**src/hw/rtl/bavg_pkg.sv**
```systemverilog
// Shared types and constants for the 4x4 block averaging pipeline.
package bavg_pkg;

  localparam int DEF_MAX_BLOCK_COLS = 512;
  localparam int MAX_BLOCK_ROWS     = 512;
  localparam int NUM_CHAN           = 3;
  localparam int CFG_W              = 10;
  localparam int CFG_IDX_W          = 1;
  localparam int BC_W               = 10;
  localparam int BR_W               = 9;
  localparam int OUT_BC_W           = 9;

  localparam logic [CFG_W-1:0] WIDTH_RESET  = 10'd160;
  localparam logic [CFG_W-1:0] HEIGHT_RESET = 10'd120;

  localparam logic [CFG_IDX_W-1:0] REG_WIDTH_BLOCKS  = 1'b0;
  localparam logic [CFG_IDX_W-1:0] REG_HEIGHT_BLOCKS = 1'b1;

  typedef logic [NUM_CHAN-1:0][7:0] sum_t;

  typedef struct packed {
    logic [7:0] chan_0;
    logic [7:0] chan_1;
    logic [7:0] chan_2;
  } pix_in_t;

  typedef struct packed {
    logic [7:0]          mean_0;
    logic [7:0]          mean_1;
    logic [7:0]          mean_2;
    logic [OUT_BC_W-1:0] block_col;
    logic [BR_W-1:0]     block_row;
    logic                frame_end;
  } blk_out_t;

  // position information for the pixel at the head of the stream
  typedef struct packed {
    logic [BC_W-1:0] block_col;
    logic [BR_W-1:0] block_row;
    logic            first;
    logic            last;
    logic            frame_end;
  } blk_ctl_t;

endpackage

```
**src/hw/rtl/bavg_pos.sv**
```systemverilog
// Frame size registers and raster position counters.
module bavg_pos import bavg_pkg::*; #(
  parameter int MAX_BLOCK_COLS = DEF_MAX_BLOCK_COLS
) (
  input  logic                 clk,
  input  logic                 rst_n,
  input  logic                 cfg_wr_en,
  input  logic [CFG_IDX_W-1:0] cfg_index,
  input  logic [CFG_W-1:0]     cfg_data,
  input  logic                 adv,
  output blk_ctl_t             ctl
);

  localparam int EFF_MAX = (MAX_BLOCK_COLS < 1023) ? MAX_BLOCK_COLS : 1023;
  localparam int COL_W   = $clog2(4 * EFF_MAX);
  localparam int ROW_W   = 11;

  logic [CFG_W-1:0] width_blocks_r;
  logic [CFG_W-1:0] height_blocks_r;
  logic [COL_W-1:0] col_r, col_nxt;
  logic [ROW_W-1:0] row_r, row_nxt;
  logic [CFG_W-1:0] eff_w, eff_h;
  logic [11:0]      lim_col, lim_row, row_inc;
  logic             end_col;

  always_ff @(posedge clk) begin
    if (!rst_n) begin
      width_blocks_r  <= WIDTH_RESET;
      height_blocks_r <= HEIGHT_RESET;
    end else if (cfg_wr_en) begin
      unique case (cfg_index)
        REG_WIDTH_BLOCKS:  width_blocks_r  <= cfg_data;
        REG_HEIGHT_BLOCKS: height_blocks_r <= cfg_data;
        default: ;
      endcase
    end
  end

  // zero counts as one; clamp to the storage and row limits
  always_comb begin
    if (width_blocks_r == '0)
      eff_w = CFG_W'(1);
    else if (13'(width_blocks_r) > 13'(EFF_MAX))
      eff_w = CFG_W'(EFF_MAX);
    else
      eff_w = width_blocks_r;
    if (height_blocks_r == '0)
      eff_h = CFG_W'(1);
    else if (height_blocks_r > CFG_W'(MAX_BLOCK_ROWS))
      eff_h = CFG_W'(MAX_BLOCK_ROWS);
    else
      eff_h = height_blocks_r;
  end

  // last pixel column and row of the frame: four per block, minus one
  assign lim_col = {eff_w - CFG_W'(1), 2'b11};
  assign lim_row = {eff_h - CFG_W'(1), 2'b11};
  assign end_col = (12'(col_r) >= lim_col);

  always_comb begin
    col_nxt = end_col ? '0 : col_r + COL_W'(1);
    row_inc = end_col ? 12'(row_r) + 12'd1 : 12'(row_r);
    row_nxt = (row_inc >= {eff_h, 2'b00}) ? '0 : ROW_W'(row_inc);
  end

  always_ff @(posedge clk) begin
    if (!rst_n) begin
      col_r <= '0;
      row_r <= '0;
    end else if (adv) begin
      col_r <= col_nxt;
      row_r <= row_nxt;
    end
  end

  always_comb begin
    ctl.block_col = BC_W'(col_r >> 2);
    ctl.block_row = BR_W'(row_r >> 2);
    ctl.first     = (col_r[1:0] == 2'b00) && (row_r[1:0] == 2'b00);
    ctl.last      = (col_r[1:0] == 2'b11) && (row_r[1:0] == 2'b11);
    ctl.frame_end = (12'(col_r) == lim_col) && (12'(row_r) == lim_row);
  end

endmodule

```
**config.mk**
```make
export PLATFORM = sky130hd
export DESIGN_NAME = bavg_pos
export DESIGN_NICKNAME = d
export VERILOG_FILES = /design/src/hw/rtl/bavg_pkg.sv /design/src/hw/rtl/bavg_pos.sv
export SDC_FILE = /design/constraint.sdc
export NUM_CORES = 1
export LEC_CHECK = 0
export BUFFER_PORTS_ARGS = -buffer_cell sky130_fd_sc_hd__buf_2
export CAP_MARGIN = 20
export CORE_MARGIN = 3
export CORE_UTILIZATION = 64
export CTS_CLUSTER_SIZE = 24
export DETAILED_ROUTE_END_ITERATION = 16
export GPL_ROUTABILITY_DRIVEN = 1
export PLACE_DENSITY = 0.91
export SLEW_MARGIN = 30
export SYNTH_ARGS = -nofsm -noshare
export SYNTH_HDL_FRONTEND = slang
export SYNTH_SLANG_ARGS = --single-unit
```
**constraint.sdc**
```tcl
create_clock -name clk -period 8.5 [get_ports clk]
set_clock_uncertainty 0.1 [all_clocks]
set_input_delay 1.7 -clock clk [delete_from_list [all_inputs] [get_ports clk]]
set_output_delay 1.7 -clock clk [all_outputs]
set_load 0.005 [all_outputs]
```
==> results by stage <==
Critical path:
- The worst setup path is launched from a flip-flop.
- The signal on the critical path passes through or3_1 > or3_1 > nor4_1 > nor2_1 > nor2_1 > inv_1 > ha_1 > inv_1 > o311a_1 > a21oi_1 > ha_1 > o21a_1 > o21a_1 > a211oi_2 > nor3_1 > xor2_1 > ha_1 > and3_1 > nand4_1 > nor4_1 > a211oi_2 > nand2_1 > o311ai_1.
- Data on the critical path arrives at its endpoint at 6570 ps.
- STA classifies the critical path endpoint as a flip-flop.
- In this run the worst path has a maximum fanout of 14.
- The most numerous cell on the critical path is sky130_fd_sc_hd__ha_1.
- The peak per-stage delay on the critical path is 760 ps.
- The family of cells with the greatest summed delay on the critical path is compound AO/OA/AOI/OAI gates.
- The slowest stage of the critical path is the sky130_fd_sc_hd__a211oi_2 cell.
- STA puts the critical path data required time at 8620 ps.
- Together, buffers and inverters on the worst path number 2.
- The worst setup path is of the flip-flop to flip-flop kind.

Synth:
- The number of distinct library cells after synthesis is between 50 and 60.
- Summing every instance area after synthesis gives between 3000 and 4000 sq um.
- The yosys synthesis warning count is 0.
- The async set-or-reset flop fraction in the synthesized netlist is 0%.
- In this run, synthesis produced a sequential element count of 42.
- Sequential elements use between 20% and 30% of the synthesized area.
- The commonest register cell after synthesis is sky130_fd_sc_hd__dfxtp_1.
- The average cell area after synthesis is roughly 7.6 sq um.
- Synthesis produced 424 cells.
- The number of enable flip-flop cells after synthesis is 0.
- The total nets after synthesis is 464.

Detailed routing:
- Summed over all layers, the routed wires come to between 7 and 8 mm.
- The starting DRC count in detailed routing is ~290.
- The number of optimization iterations in the first detailed-route pass is 5.
- The detailed-route DRC error count is 0.
- The number of nets still failing antenna checks after routing is 0.
- The routed via count is between 3000 and 4000.
- After detailed routing, the number of vias per cell comes to 6.15.
- The wire length per cell is between 10 and 15 microns.

Timing:
- For the final routed database, the setup TNS stands at 0 ps.
- The number of endpoints with negative hold slack in the final report is 0.
- The highest clock frequency the design can meet is 155 MHz.
- For the pin with the worst max-slew slack, the measured transition is 880 ps.
- Setup repair after global routing left no endpoint under its margin.
- The ratio of final minimum period to clock period is 75.9%.
- The worst slew margin relative to its limit is 41.2%.
- The shortest clock period the worst path allows after layout is about 6500 ps.
- The setup-violating endpoint count in the final report is 0.
- The count of final max-slew check failures was 0.

Die:
- The number of rows in the core area is 25.
- In this run the standard cell core region covers 4790 sq um.
- The die boundary height is approximately 77 microns.
- The horizontal die dimension is 77.0 microns.
- The top-level port count is 37.
- The die area is about 5900 sq um.
- The initial standard-cell utilization of the core is slightly below 70%.

Layout:
- Summing all multi-input logic gate instances after layout gives approximately 2100 sq um.
- The area occupied by registers is ~840 sq um.
- The area of all placed cells without fillers is 3350 sq um.
- Counting the fill cells in the layout gives 384.
- The count of nets after finishing is 463.
- Compared with the post-synthesis result, the final layout area differs by 3.60%.
- Leaving out fill and tap cells, the most frequent cell in the layout is sky130_fd_sc_hd__nand2_1.
- The post-layout instance count excluding filler cells is roughly 500.
- The count of antenna diodes in the layout is 0.
- Leaving out fill and tap cells, the most frequent cells in the layout are sky130_fd_sc_hd__nand2_1 (73), sky130_fd_sc_hd__dfxtp_1 (42), sky130_fd_sc_hd__buf_2 (35).
- The proportion of layout cells with a drive suffix above 1 is 12.7%.

Global route:
- The first global-routing pass estimated 12.6 mm of wire.
- Global routing consumed, over all layers together, 25.5% of the routing resources.
- The via count of the first global-routing pass came to 2742.
- The number of antenna violations at the first check in global routing is 0.
- The largest net degree at the start of global routing is 28.
- The total congestion overflow is 0.

Clocking:
- The clock-pin transition on the worst setup and hold timing paths is 90 ps.
- Once the clock tree was built, the setup fixing pass inserted 0 buffers.
- Counting every sink on the clock net gives 42.
- TritonCTS built the clock tree.
- The post-cts gate resize count is 0.
- The clock latency at the later pin of the worst-skew pair is 320 ps.
- The hold buffer count at CTS is 0.
- The number of levels the H-tree was split into is 2.
- The buffer type at the clock tree root is sky130_fd_sc_hd__clkbuf_8.
- The clock passes through at most 2 buffers.
- The CTS buffer count is 5.

Pwr:
- The total power density per cell area is 127 nW/um^2.
- The worst-case IR drop observed on VDD is 109 uV.
- The reported leakage power is roughly 0.0015 uW.
- Power comes to 425 uW.

Run status:
- The run finished with clean final reports.

Placement:
- During placement, the flow inserted port buffers numbering 35.
- The number of placed instances, taps included, is 483.
- The post-place instance area is 3250 sq um.
- The HPWL after detailed placement is approximately 5.5 mm.
- The congestion estimate from routability-driven global placement came to 0.938.

Run:
- Max-cap violations in this run came to 0.

Hold path:
- The class of the most critical hold timing path is flip-flop to flip-flop.
-- flip-flops by register name, indices dropped and copies added, names as in the netlist --
register and flops:
col_r 11, height_blocks_r 10, row_r 11, width_blocks_r 10
-- report_power, final --
part | switching (uW) | internal [uW] | total [uW]
sequential | 8.95 | 203 | 212
clock | 84.3 | 61.6 | 146
combinational | 39.3 | 28.7 | 68.0
-- kinds of logic after synthesis --
kind of cell / Yosys count / share of synthesized area (%)
flops: 42 / 26.0
other cells: 1 / 0.116
fa+ha+maj: 25 / 9.69
mux: 3 / 1.08
buf+inv: 57 / 9.07
compound gates: 63 / 13.3
simple gates: 202 / 32.3
xor+xnor: 31 / 8.41
-- tightest hold or removal path, stage by stage (launching register included) --
cell                      delay, ps
sky130_fd_sc_hd__dfxtp_1        340
sky130_fd_sc_hd__nand2_1         60
sky130_fd_sc_hd__a21oi_1         50
-- final cells by class --
cell class                      instances  area share, %
Multi-Input combinational cell        325           62.6
Clock inverter                          3          0.860
Clock buffer                            5           2.06
Inverter                               14           1.57
Sequential cell                        42           25.1
Tap cell                               67           2.51
Timing Repair Buffer                   35           5.24
-- final timing paths --
kind	startpoint	to	slack, ps	cells past startpoint
worst max register to register	width_blocks_r[2]$_SDFFE_PN0P_	row_r[4]$_SDFFE_PN0P_	2050	23
worst min register to register	height_blocks_r[0]$_SDFFE_PN0P_	height_blocks_r[0]$_SDFFE_PN0P_	380	2
worst min-delay path	height_blocks_r[0]$_SDFFE_PN0P_	height_blocks_r[0]$_SDFFE_PN0P_	380	2
worst max-delay path	width_blocks_r[2]$_SDFFE_PN0P_	row_r[4]$_SDFFE_PN0P_	2050	23
-- layer usage --
metal / GRT usage [%] / vias up / share of wire, %
li1: - / 1469 / -
met1: 33.6 / 1411 / 45
met2: 41.9 / 118 / 47
met3: 3.99 / 20 / 6.0
met4: 9.25 / 0 / 2.5
met5: 0 / - / 0
-- cell usage after synthesis (5+ instances only) --
cell	instances	area, sq um
sky130_fd_sc_hd__nand4_1	18	113
sky130_fd_sc_hd__nor2_1	26	97.6
sky130_fd_sc_hd__and3_1	6	37.5
sky130_fd_sc_hd__buf_4	19	143
sky130_fd_sc_hd__dfxtp_1	42	841
sky130_fd_sc_hd__nand2b_1	6	37.5
sky130_fd_sc_hd__a31oi_1	5	31.3
sky130_fd_sc_hd__and2_1	5	31.3
sky130_fd_sc_hd__nor3_1	6	30.0
sky130_fd_sc_hd__inv_1	13	48.8
sky130_fd_sc_hd__clkbuf_1	17	63.8
sky130_fd_sc_hd__buf_2	5	25.0
sky130_fd_sc_hd__xnor2_1	9	78.8
sky130_fd_sc_hd__or3_1	5	31.3
sky130_fd_sc_hd__nand2_1	73	274
sky130_fd_sc_hd__ha_1	25	313
sky130_fd_sc_hd__a21oi_1	26	130
sky130_fd_sc_hd__xor2_1	22	193
sky130_fd_sc_hd__nor4_1	10	62.6
sky130_fd_sc_hd__nor2b_1	5	31.3
sky130_fd_sc_hd__nand3_1	16	80.1
sky130_fd_sc_hd__nand3b_1	6	45.0
-- metrics by stage --
step                      hold slack [ps]  util [%]  worst slack, ps
after global routing                  426      69.9             1520
final                                 385      69.9             2050
after detailed placement              376      67.9             2210
after global placement                361      67.9             2370
after CTS                             389      69.9             2160
after floorplan                       345         -             3360
No activity file was read; power rests on OpenSTA's default activity.
